## src/hw/rtl/fcpc_pkg.sv

```systemverilog
package fcpc_pkg;

   localparam int TEMP_W   = 10;
   localparam int DUTY_W   = 16;
   localparam int PERIOD_W = 16;
   localparam int POINT_W  = 26;
   localparam int COUNT_W  = 3;
   localparam int CSR_IDX_W = 3;
   localparam int CMP_W    = 16;

   // |(t - t1) * (d2 - d1)| < 1024 * 32768, quotient <= 32768
   localparam int NUM_W = 25;
   localparam int DEN_W = 10;
   localparam int QUO_W = 17;

   localparam logic [DUTY_W-1:0] FULL_DUTY = 16'h8000;
   localparam logic [CMP_W-1:0]  CMP_MAX   = 16'hFFFF;

   localparam logic [CSR_IDX_W-1:0] CSR_POINT_COUNT  = 3'd0;
   localparam logic [CSR_IDX_W-1:0] CSR_TIMER_PERIOD = 3'd1;
   localparam logic [CSR_IDX_W-1:0] CSR_POINT_0      = 3'd2;

   typedef enum logic [2:0] {
      ST_IDLE,
      ST_SCAN,
      ST_MULT,
      ST_DIV_LOAD,
      ST_DIV,
      ST_SUM,
      ST_SCALE,
      ST_DONE
   } state_type;

   typedef struct packed {
      logic load;
      logic step;
      logic resolve;
      logic mult;
      logic div_start;
      logic sum;
      logic scale;
   } cmd_type;

   typedef struct packed {
      logic scan_done;
      logic need_div;
      logic div_done;
   } status_type;

   function automatic logic signed [TEMP_W-1:0] pt_temp(input logic [POINT_W-1:0] p);
      return $signed(p[POINT_W-1:DUTY_W]);
   endfunction

   // duty above full scale reads as full scale
   function automatic logic [DUTY_W-1:0] pt_duty(input logic [POINT_W-1:0] p);
      return (p[DUTY_W-1:0] > FULL_DUTY) ? FULL_DUTY : p[DUTY_W-1:0];
   endfunction

endpackage

```

## src/hw/rtl/fcpc_div.sv

```systemverilog
module fcpc_div
   import fcpc_pkg::*;
(
   input  logic             clock,
   input  logic             reset,
   input  logic             start,
   input  logic [NUM_W-1:0] num,
   input  logic [DEN_W-1:0] den,
   output logic             done,
   output logic [NUM_W-1:0] quo
);

   localparam int CNT_W = $clog2(NUM_W + 1);

   logic [DEN_W-1:0] rem_ff, rem_in;
   logic [NUM_W-1:0] quo_ff, quo_in;
   logic [DEN_W-1:0] den_ff;
   logic [CNT_W-1:0] cnt_ff, cnt_in;
   logic             run_ff, run_in;
   logic             done_ff, done_in;
   logic [DEN_W:0]   trial;
   logic             ge;

   // one quotient bit a cycle, restoring
   always_comb begin
      trial   = {rem_ff, quo_ff[NUM_W-1]};
      ge      = (trial >= {1'b0, den_ff});
      rem_in  = rem_ff;
      quo_in  = quo_ff;
      cnt_in  = cnt_ff;
      run_in  = run_ff;
      done_in = 1'b0;
      if (start) begin
         rem_in = '0;
         quo_in = num;
         cnt_in = '0;
         run_in = 1'b1;
      end else if (run_ff) begin
         rem_in = ge ? DEN_W'(trial - {1'b0, den_ff}) : trial[DEN_W-1:0];
         quo_in = {quo_ff[NUM_W-2:0], ge};
         cnt_in = cnt_ff + 1'b1;
         if (cnt_ff == CNT_W'(NUM_W - 1)) begin
            run_in  = 1'b0;
            done_in = 1'b1;
         end
      end
   end

   always_ff @(posedge clock) begin
      if (reset) begin
         cnt_ff  <= '0;
         run_ff  <= 1'b0;
         done_ff <= 1'b0;
      end else begin
         cnt_ff  <= cnt_in;
         run_ff  <= run_in;
         done_ff <= done_in;
      end
   end

   always_ff @(posedge clock) begin
      rem_ff <= rem_in;
      quo_ff <= quo_in;
      if (start) begin
         den_ff <= den;
      end
   end

   assign done = done_ff;
   assign quo  = quo_ff;

endmodule

```

## src/hw/rtl/fcpc_datapath.sv

```systemverilog
module fcpc_datapath
   import fcpc_pkg::*;
#(
   parameter int MAX_POINTS = 6
) (
   input  logic                     clock,
   input  logic                     reset,
   input  cmd_type                  cmd,
   output status_type               status,
   input  logic signed [TEMP_W-1:0] req_temperature,
   input  logic                     csr_write_enable,
   input  logic [CSR_IDX_W-1:0]     csr_index,
   input  logic [POINT_W-1:0]       csr_data,
   output logic [CMP_W-1:0]         rsp_compare_value,
   output logic [DUTY_W-1:0]        rsp_duty_level,
   output logic                     rsp_fell_back
);

   localparam int IW = (MAX_POINTS > 1) ? $clog2(MAX_POINTS) : 1;
   localparam int KW = $clog2(MAX_POINTS + 1);

   // configuration
   logic [COUNT_W-1:0]  count_ff;
   logic [PERIOD_W-1:0] period_ff;
   logic [POINT_W-1:0]  point_ff [MAX_POINTS];
   logic [CSR_IDX_W-1:0] pidx;
   logic                 pt_we;

   assign pidx  = csr_index - CSR_POINT_0;
   assign pt_we = csr_write_enable && (csr_index >= CSR_POINT_0);

   always_ff @(posedge clock) begin
      if (reset) begin
         count_ff  <= COUNT_W'(1);
         period_ff <= '0;
         for (int j = 0; j < MAX_POINTS; j++) begin
            point_ff[j] <= '0;
         end
      end else begin
         if (csr_write_enable && csr_index == CSR_POINT_COUNT) begin
            count_ff <= csr_data[COUNT_W-1:0];
         end
         if (csr_write_enable && csr_index == CSR_TIMER_PERIOD) begin
            period_ff <= csr_data[PERIOD_W-1:0];
         end
         for (int j = 0; j < MAX_POINTS; j++) begin
            if (pt_we && pidx == CSR_IDX_W'(j)) begin
               point_ff[j] <= csr_data;
            end
         end
      end
   end

   // last breakpoint in use
   logic [KW-1:0] last_idx;

   always_comb begin
      if (count_ff == '0) begin
         last_idx = '0;
      end else if (int'(count_ff) > MAX_POINTS) begin
         last_idx = KW'(MAX_POINTS - 1);
      end else begin
         last_idx = KW'(count_ff - 1'b1);
      end
   end

   // working registers
   logic signed [TEMP_W-1:0] temp_ff, prev_t_ff, t1_ff, t2_ff;
   logic [DUTY_W-1:0]        prev_d_ff, first_d_ff, d1_ff, d2_ff;
   logic                     below_ff, found_ff;
   logic [KW-1:0]            k_ff;
   logic [NUM_W-1:0]         num_ff;
   logic [DEN_W-1:0]         den_ff;
   logic                     neg_ff;
   logic [DUTY_W-1:0]        duty_ff;
   logic                     fb_ff;
   logic [CMP_W-1:0]         cmp_ff;

   logic [POINT_W-1:0]       cur_pt;
   logic signed [TEMP_W-1:0] cur_t;
   logic [DUTY_W-1:0]        cur_d;
   logic                     above;

   assign cur_pt = point_ff[k_ff[IW-1:0]];
   assign cur_t  = pt_temp(cur_pt);
   assign cur_d  = pt_duty(cur_pt);
   // once the scan ends, the previous point is the last one in use
   assign above  = (temp_ff >= prev_t_ff);

   // interpolation arithmetic
   logic signed [TEMP_W:0]   dt;
   logic signed [DUTY_W:0]   dd;
   logic signed [TEMP_W+DUTY_W+1:0] prod;
   logic [TEMP_W+DUTY_W+1:0] mag;
   logic [TEMP_W:0]          span;
   logic                     div_done;
   logic [NUM_W-1:0]         quo;
   logic signed [DUTY_W+1:0] qs, sum;
   logic [DUTY_W:0]          mean;
   logic [DUTY_W+PERIOD_W-1:0] scaled;
   logic [DUTY_W+PERIOD_W-16:0] shifted;

   assign dt   = {temp_ff[TEMP_W-1], temp_ff} - {t1_ff[TEMP_W-1], t1_ff};
   assign dd   = {1'b0, d2_ff} - {1'b0, d1_ff};
   assign prod = dt * dd;
   assign mag  = prod[TEMP_W+DUTY_W+1] ? -prod : prod;
   assign span = {t2_ff[TEMP_W-1], t2_ff} - {t1_ff[TEMP_W-1], t1_ff};
   assign mean = ({1'b0, d1_ff} + {1'b0, d2_ff}) >> 1;
   assign qs   = neg_ff ? -$signed({1'b0, quo[QUO_W-1:0]})
                        : $signed({1'b0, quo[QUO_W-1:0]});
   assign sum  = $signed({2'b00, d1_ff}) + qs;
   assign scaled  = duty_ff * period_ff;
   assign shifted = scaled[DUTY_W+PERIOD_W-1:15];

   fcpc_div u_div (
      .clock (clock),
      .reset (reset),
      .start (cmd.div_start),
      .num   (num_ff),
      .den   (den_ff),
      .done  (div_done),
      .quo   (quo)
   );

   always_ff @(posedge clock) begin
      if (cmd.load) begin
         temp_ff    <= req_temperature;
         prev_t_ff  <= pt_temp(point_ff[0]);
         prev_d_ff  <= pt_duty(point_ff[0]);
         first_d_ff <= pt_duty(point_ff[0]);
         below_ff   <= (req_temperature <= pt_temp(point_ff[0]));
         found_ff   <= 1'b0;
         k_ff       <= KW'(1);
      end
      if (cmd.step) begin
         // keep the first segment that holds the sample
         if (!found_ff && temp_ff >= prev_t_ff && temp_ff <= cur_t) begin
            found_ff <= 1'b1;
            t1_ff    <= prev_t_ff;
            d1_ff    <= prev_d_ff;
            t2_ff    <= cur_t;
            d2_ff    <= cur_d;
         end
         prev_t_ff <= cur_t;
         prev_d_ff <= cur_d;
         k_ff      <= k_ff + 1'b1;
      end
      if (cmd.resolve) begin
         fb_ff <= 1'b0;
         priority if (below_ff) begin
            duty_ff <= first_d_ff;
         end else if (above) begin
            duty_ff <= prev_d_ff;
         end else if (found_ff) begin
            duty_ff <= mean[DUTY_W-1:0];
         end else begin
            duty_ff <= FULL_DUTY;
            fb_ff   <= 1'b1;
         end
      end
      if (cmd.mult) begin
         num_ff <= mag[NUM_W-1:0];
         neg_ff <= prod[TEMP_W+DUTY_W+1];
         den_ff <= span[DEN_W-1:0];
      end
      if (cmd.sum) begin
         priority if (sum < 0) begin
            duty_ff <= '0;
         end else if (sum > $signed({2'b00, FULL_DUTY})) begin
            duty_ff <= FULL_DUTY;
         end else begin
            duty_ff <= sum[DUTY_W-1:0];
         end
      end
      if (cmd.scale) begin
         cmp_ff <= (shifted > {1'b0, CMP_MAX}) ? CMP_MAX : shifted[CMP_W-1:0];
      end
   end

   assign status.scan_done = (k_ff > last_idx);
   assign status.need_div  = !below_ff && !above && found_ff && (t1_ff != t2_ff);
   assign status.div_done  = div_done;

   assign rsp_compare_value = cmp_ff;
   assign rsp_duty_level    = duty_ff;
   assign rsp_fell_back     = fb_ff;

endmodule

```

## src/hw/rtl/fcpc_ctrl.sv

```systemverilog
module fcpc_ctrl
   import fcpc_pkg::*;
(
   input  logic       clock,
   input  logic       reset,
   input  logic       start,
   input  status_type status,
   output cmd_type    cmd,
   output logic       busy,
   output logic       rsp_strobe
);

   state_type state_ff, state_in;

   always_ff @(posedge clock) begin
      if (reset) begin
         state_ff <= ST_IDLE;
      end else begin
         state_ff <= state_in;
      end
   end

   always_comb begin
      state_in   = state_ff;
      cmd        = '0;
      busy       = 1'b1;
      rsp_strobe = 1'b0;
      unique case (state_ff)
         ST_IDLE: begin
            busy = 1'b0;
            if (start) begin
               cmd.load = 1'b1;
               state_in = ST_SCAN;
            end
         end
         ST_SCAN: begin
            if (status.scan_done) begin
               cmd.resolve = 1'b1;
               state_in    = status.need_div ? ST_MULT : ST_SCALE;
            end else begin
               cmd.step = 1'b1;
            end
         end
         ST_MULT: begin
            cmd.mult = 1'b1;
            state_in = ST_DIV_LOAD;
         end
         ST_DIV_LOAD: begin
            cmd.div_start = 1'b1;
            state_in      = ST_DIV;
         end
         ST_DIV: begin
            if (status.div_done) begin
               state_in = ST_SUM;
            end
         end
         ST_SUM: begin
            cmd.sum  = 1'b1;
            state_in = ST_SCALE;
         end
         ST_SCALE: begin
            cmd.scale = 1'b1;
            state_in  = ST_DONE;
         end
         ST_DONE: begin
            rsp_strobe = 1'b1;
            state_in   = ST_IDLE;
         end
         default: begin
            state_in = ST_IDLE;
         end
      endcase
   end

endmodule

```

## src/hw/rtl/fan_curve_pwm_compare.sv

```systemverilog
// channel   ports                                   handshake
// request   req_temperature                         start, taken while busy is low
// response  rsp_compare_value, rsp_duty_level,      rsp_strobe, one cycle, no stall
//           rsp_fell_back
// config    csr_index, csr_data                     csr_write_enable, taken at once
//
// A word runs scan, scale and strobe when the sample clamps, falls back or lands on a
// zero-width segment; interpolation adds mult, divide and sum before scale; the 25-step
// divider makes it the long case. The segment scan reads one breakpoint a cycle.
// Busy stays high until the strobe cycle ends; the next word is taken after that.
// Reset is synchronous and returns the curve registers to their defaults.
module fan_curve_pwm_compare
   import fcpc_pkg::*;
#(
   parameter int MAX_POINTS = 6
) (
   input  logic                     clock,
   input  logic                     reset,
   input  logic                     start,
   output logic                     busy,
   input  logic signed [TEMP_W-1:0] req_temperature,
   output logic                     rsp_strobe,
   output logic [CMP_W-1:0]         rsp_compare_value,
   output logic [DUTY_W-1:0]        rsp_duty_level,
   output logic                     rsp_fell_back,
   input  logic                     csr_write_enable,
   input  logic [CSR_IDX_W-1:0]     csr_index,
   input  logic [POINT_W-1:0]       csr_data
);

   cmd_type    cmd;
   status_type status;

   fcpc_ctrl u_ctrl (
      .clock      (clock),
      .reset      (reset),
      .start      (start),
      .status     (status),
      .cmd        (cmd),
      .busy       (busy),
      .rsp_strobe (rsp_strobe)
   );

   fcpc_datapath #(
      .MAX_POINTS (MAX_POINTS)
   ) u_datapath (
      .clock             (clock),
      .reset             (reset),
      .cmd               (cmd),
      .status            (status),
      .req_temperature   (req_temperature),
      .csr_write_enable  (csr_write_enable),
      .csr_index         (csr_index),
      .csr_data          (csr_data),
      .rsp_compare_value (rsp_compare_value),
      .rsp_duty_level    (rsp_duty_level),
      .rsp_fell_back     (rsp_fell_back)
   );

`ifndef SYNTHESIS
   a_accept_busy: assert property (@(posedge clock) disable iff (reset)
      (start && !busy) |=> busy)
      else $error("accepted word did not raise busy");

   a_strobe_single: assert property (@(posedge clock) disable iff (reset)
      rsp_strobe |=> !rsp_strobe)
      else $error("response strobe longer than one cycle");

   a_strobe_after_work: assert property (@(posedge clock) disable iff (reset)
      rsp_strobe |-> $past(busy))
      else $error("response without a word in flight");

   a_duty_range: assert property (@(posedge clock) disable iff (reset)
      rsp_strobe |-> (rsp_duty_level <= FULL_DUTY))
      else $error("duty above full scale");

   a_fallback_full: assert property (@(posedge clock) disable iff (reset)
      (rsp_strobe && rsp_fell_back) |-> (rsp_duty_level == FULL_DUTY))
      else $error("fallback without full duty");
`endif

endmodule
```

## config.mk

```make
export PLATFORM = sky130hd
export DESIGN_NAME = fan_curve_pwm_compare
export DESIGN_NICKNAME = d
export VERILOG_FILES = /design/src/hw/rtl/fcpc_pkg.sv /design/src/hw/rtl/fcpc_div.sv /design/src/hw/rtl/fcpc_datapath.sv /design/src/hw/rtl/fcpc_ctrl.sv /design/src/hw/rtl/fan_curve_pwm_compare.sv
export SDC_FILE = /design/constraint.sdc
export NUM_CORES = 2
export LEC_CHECK = 0
export ABC_CLOCK_PERIOD_IN_PS = 11700
export BUFFER_PORTS_ARGS = -buffer_cell sky130_fd_sc_hd__buf_2
export CORE_MARGIN = 2
export CORE_UTILIZATION = 46
export CTS_CLUSTER_SIZE = 8
export DETAILED_ROUTE_END_ITERATION = 6
export GPL_ROUTABILITY_DRIVEN = 0
export GPL_TIMING_DRIVEN = 1
export PLACE_DENSITY_LB_ADDON = 0.1
export SYNTH_ARGS = -nofsm -noshare
export SYNTH_HDL_FRONTEND = slang
export SYNTH_HIERARCHICAL = 1
export SYNTH_SLANG_ARGS = --single-unit
```

## constraint.sdc

```tcl
create_clock -name clock -period 11.7 [get_ports clock]
set_input_delay 1.755 -clock clock [delete_from_list [all_inputs] [get_ports clock]]
set_output_delay 1.755 -clock clock [all_outputs]
set_load 0.02 [all_outputs]
```

==> flow_summary.toml <==
[yosys]
synth-seq-cells = 411
netlist_instances = 3611
syn-cell-area_mm2 = 0.03711
synth_edf_count = 368
avgSynthCellArea_um2 = 10.28
yosysMostFrequentCell = "inv_1"
synth_common_cells = "inv_1, nand2_1, fa_1"
yosys_warnings = 6
synth_cell_types = 108
yosys-top-cells-area = "edfxtp_1, fa_1, ha_1, inv_1, and2_1"
synth_top_area_frac = 0.2978
yosysTopAreaCell = "edfxtp_1"
async_flop_share = 0
syn_nets = 4303
synthFlopType = "edfxtp_1"
seq_area_frac_synth = 0.3210

[routing]
first_pass_iters = 5
drc_errors = 0
viasPerCell = 5.447
wl_per_cell_um = 20.27
detail-route-antenna-nets = 0
drtIter0Drc = 1684
routed_wl_mm = 96.18
vias = 25850

[finish]
nets = 4324
synthToLayoutAreaGrowth_pct = 8.729
final_util = 0.5034
drive_above_1_share = 0.08849

[critical_path]
crit_path_frequent_cell = "fa_1"
cp_max_fo = 19
arrival_ns = 9.68
end_kind = "register"
crit_slowest_cell = "nor2_1"
start_kind = "register"
timing_worst_setup_path_type = "register to register"
reg2reg_depth = 31
critical_path.max_stage_delay_ns = 0.68
r2r_setup_slack_ns = 2.34
reg2reg_to = "u_datapath/num_ff[9]"
required_ns = 12.03
r2r-start = "u_datapath/d1_ff[1]"

[status]
status = "finished clean"

[die]
start_util = 0.4630
rows = 104
design.core.area_mm2 = 0.08016
ios = 78
die_y_um = 288.0
dieArea_mm2 = 0.08297
die_w_um = 288.0

[grt]
grt_pass1_vias = 27340
grt_overflow = 0
grt_pass1_wl_mm = 152.7
antenna_found_initial = 5
grt_max_degree = 53
grt_use_total = 0.2367

[clocking]
root_buffer = "clkbuf_16"
post-cts-setup-buffers = 0
cts_resized = 0
cts_made_buffers = 60
clock_sinks = 411
cts_tree = "done"
clk_latency_ns = 0.68
htree_levels = 2
clk_pin_slew_ns = 0.05
clockBufferDepth = 3
hold_buffers = 0

[placed_design]
dp_slack_ns = 2.284
dp.final_hpwl_mm = 72.34
port_buffers = 77

[sta]
final-hold-violation-count = 0
holdWs_ns = 0.4198
rsz0062_at_grt = "false"
setup_ws_ns = 2.344
setup_violations = 0
fmax_mhz = 106.9
setup_tns_ns = 0
drv_slew = 0
period_share = 0.7997
finClkSkew_ns = 0.08926
worst_pin_slew_ns = 1.248
post-route-min-period_ns = 9.356
slew-limit-headroom = 0.1631

[flow_run]
maxCapViolCount = 0

[min_path]
hold_path.class = "register to register"
hold_depth = 0
hold_start = "u_datapath/den_ff[3]"
worstHoldEndpoint = "u_datapath/u_div/den_ff[3]"
metal layers:
metal  GRT usage  routed length [µm]  share of wire
met3     0.03114                4418          0.046
met4     0.07409                3034          0.032
met1      0.3214               43290           0.45
met5           0                  19        0.00020
met2      0.3944               45420           0.47
layout make-up:
cell class	count	area, µm²
diodes	1	2.502
clock buffers	106	1715
clock inverters	8	120.1
fillers	7365	39810
inverters	546	2049
multi-input cells	2502	22580
flip-flops and latches	411	11920
well taps	1060	1326
repair buffers	111	640.6
metrics by stage:
stage	instance area (µm²)	std cells
2_1_floorplan	37110	3611
3_3_place_gp	38510	4630
3_5_place_dp	38510	4630
4_1_cts	40350	4744
5_1_grt	40350	4744
6_report	40350	4745
kinds of logic (layout without fill, tap and decap cells):
group,count (synthesis),after routing,share of synthesized area
XOR/XNOR,144,144,0.03419
multiplexers,108,108,0.03931
AND/OR/NAND/NOR,1146,1146,0.1545
flip-flops,411,411,0.3210
buffers and inverters,698,771,0.07255
other,0,1,0
AO/OA/AOI/OAI,455,455,0.08459
adder cells (fa/ha/maj),649,649,0.2939
how the worst max path moves through the flow:
stage | from | to | cells past startpoint
CTS | u_datapath/d1_ff[1] | u_datapath/num_ff[9] | 31
floorplan | u_datapath/d1_ff[1] | u_datapath/num_ff[9] | 33
detailed placement | u_datapath/d1_ff[1] | u_datapath/num_ff[9] | 31
global placement | u_datapath/d1_ff[1] | u_datapath/num_ff[9] | 31
finish | u_datapath/d1_ff[1] | u_datapath/num_ff[9] | 31
global route | u_datapath/d1_ff[1] | u_datapath/num_ff[9] | 31
state kept, by name (all words and copies together), names as in the netlist, 3 cells and up, named ones only:
signal,count
u_datapath/temp_ff,10
u_datapath/d1_ff,16
u_datapath/period_ff,16
u_datapath/u_div/quo,25
u_datapath/num_ff,25
u_datapath/first_d_ff,16
u_datapath/point_ff,156
u_datapath/count_ff,3
u_datapath/den_ff,10
u_datapath/u_div/den_ff,10
u_ctrl/state_ff,3
u_datapath/u_div/cnt_ff,5
u_datapath/t2_ff,10
u_datapath/u_div/rem_ff,10
u_datapath/rsp_compare_value,16
u_datapath/prev_t_ff,10
u_datapath/rsp_duty_level,16
u_datapath/k_ff,3
u_datapath/t1_ff,10
u_datapath/prev_d_ff,16
u_datapath/d2_ff,16
cell usage in the layout, fill, tap and decap left out, types with 17 or more instances in the layout:
master,Yosys,layout
a211oi_1,26,26
a21o_1,33,33
a21oi_1,106,106
a31oi_1,21,21
and2_1,272,272
buf_2,4,77
buf_4,5,34
clkbuf_1,122,43
clkbuf_16,0,61
dfxtp_1,43,42
edfxtp_1,368,368
fa_1,371,371
ha_1,278,278
inv_1,542,542
mux2_2,42,42
mux2i_1,40,40
mux4_2,26,26
nand2_1,394,394
nand2b_1,26,25
nand3_1,43,43
nand4_1,21,21
nor2_1,191,187
nor2b_1,46,45
nor3_1,45,41
nor4_1,18,18
o211ai_1,17,17
o21a_1,26,26
o21ai_0,81,81
o31ai_1,20,20
xnor2_1,97,97
xor2_1,46,46
critical path, delay by kind of cell (launching register included):
family / cells / cell delay [ns]
compound gates: 11 / 2.69
xor+xnor: 2 / 0.32
fa+ha+maj: 7 / 3.28
buf+inv: 6 / 0.82
flops: 1 / 0.49
simple gates: 5 / 1.46
Power is not shown: default switching activity piles up to over one toggle a cycle in this logic, so the estimate is an artifact.
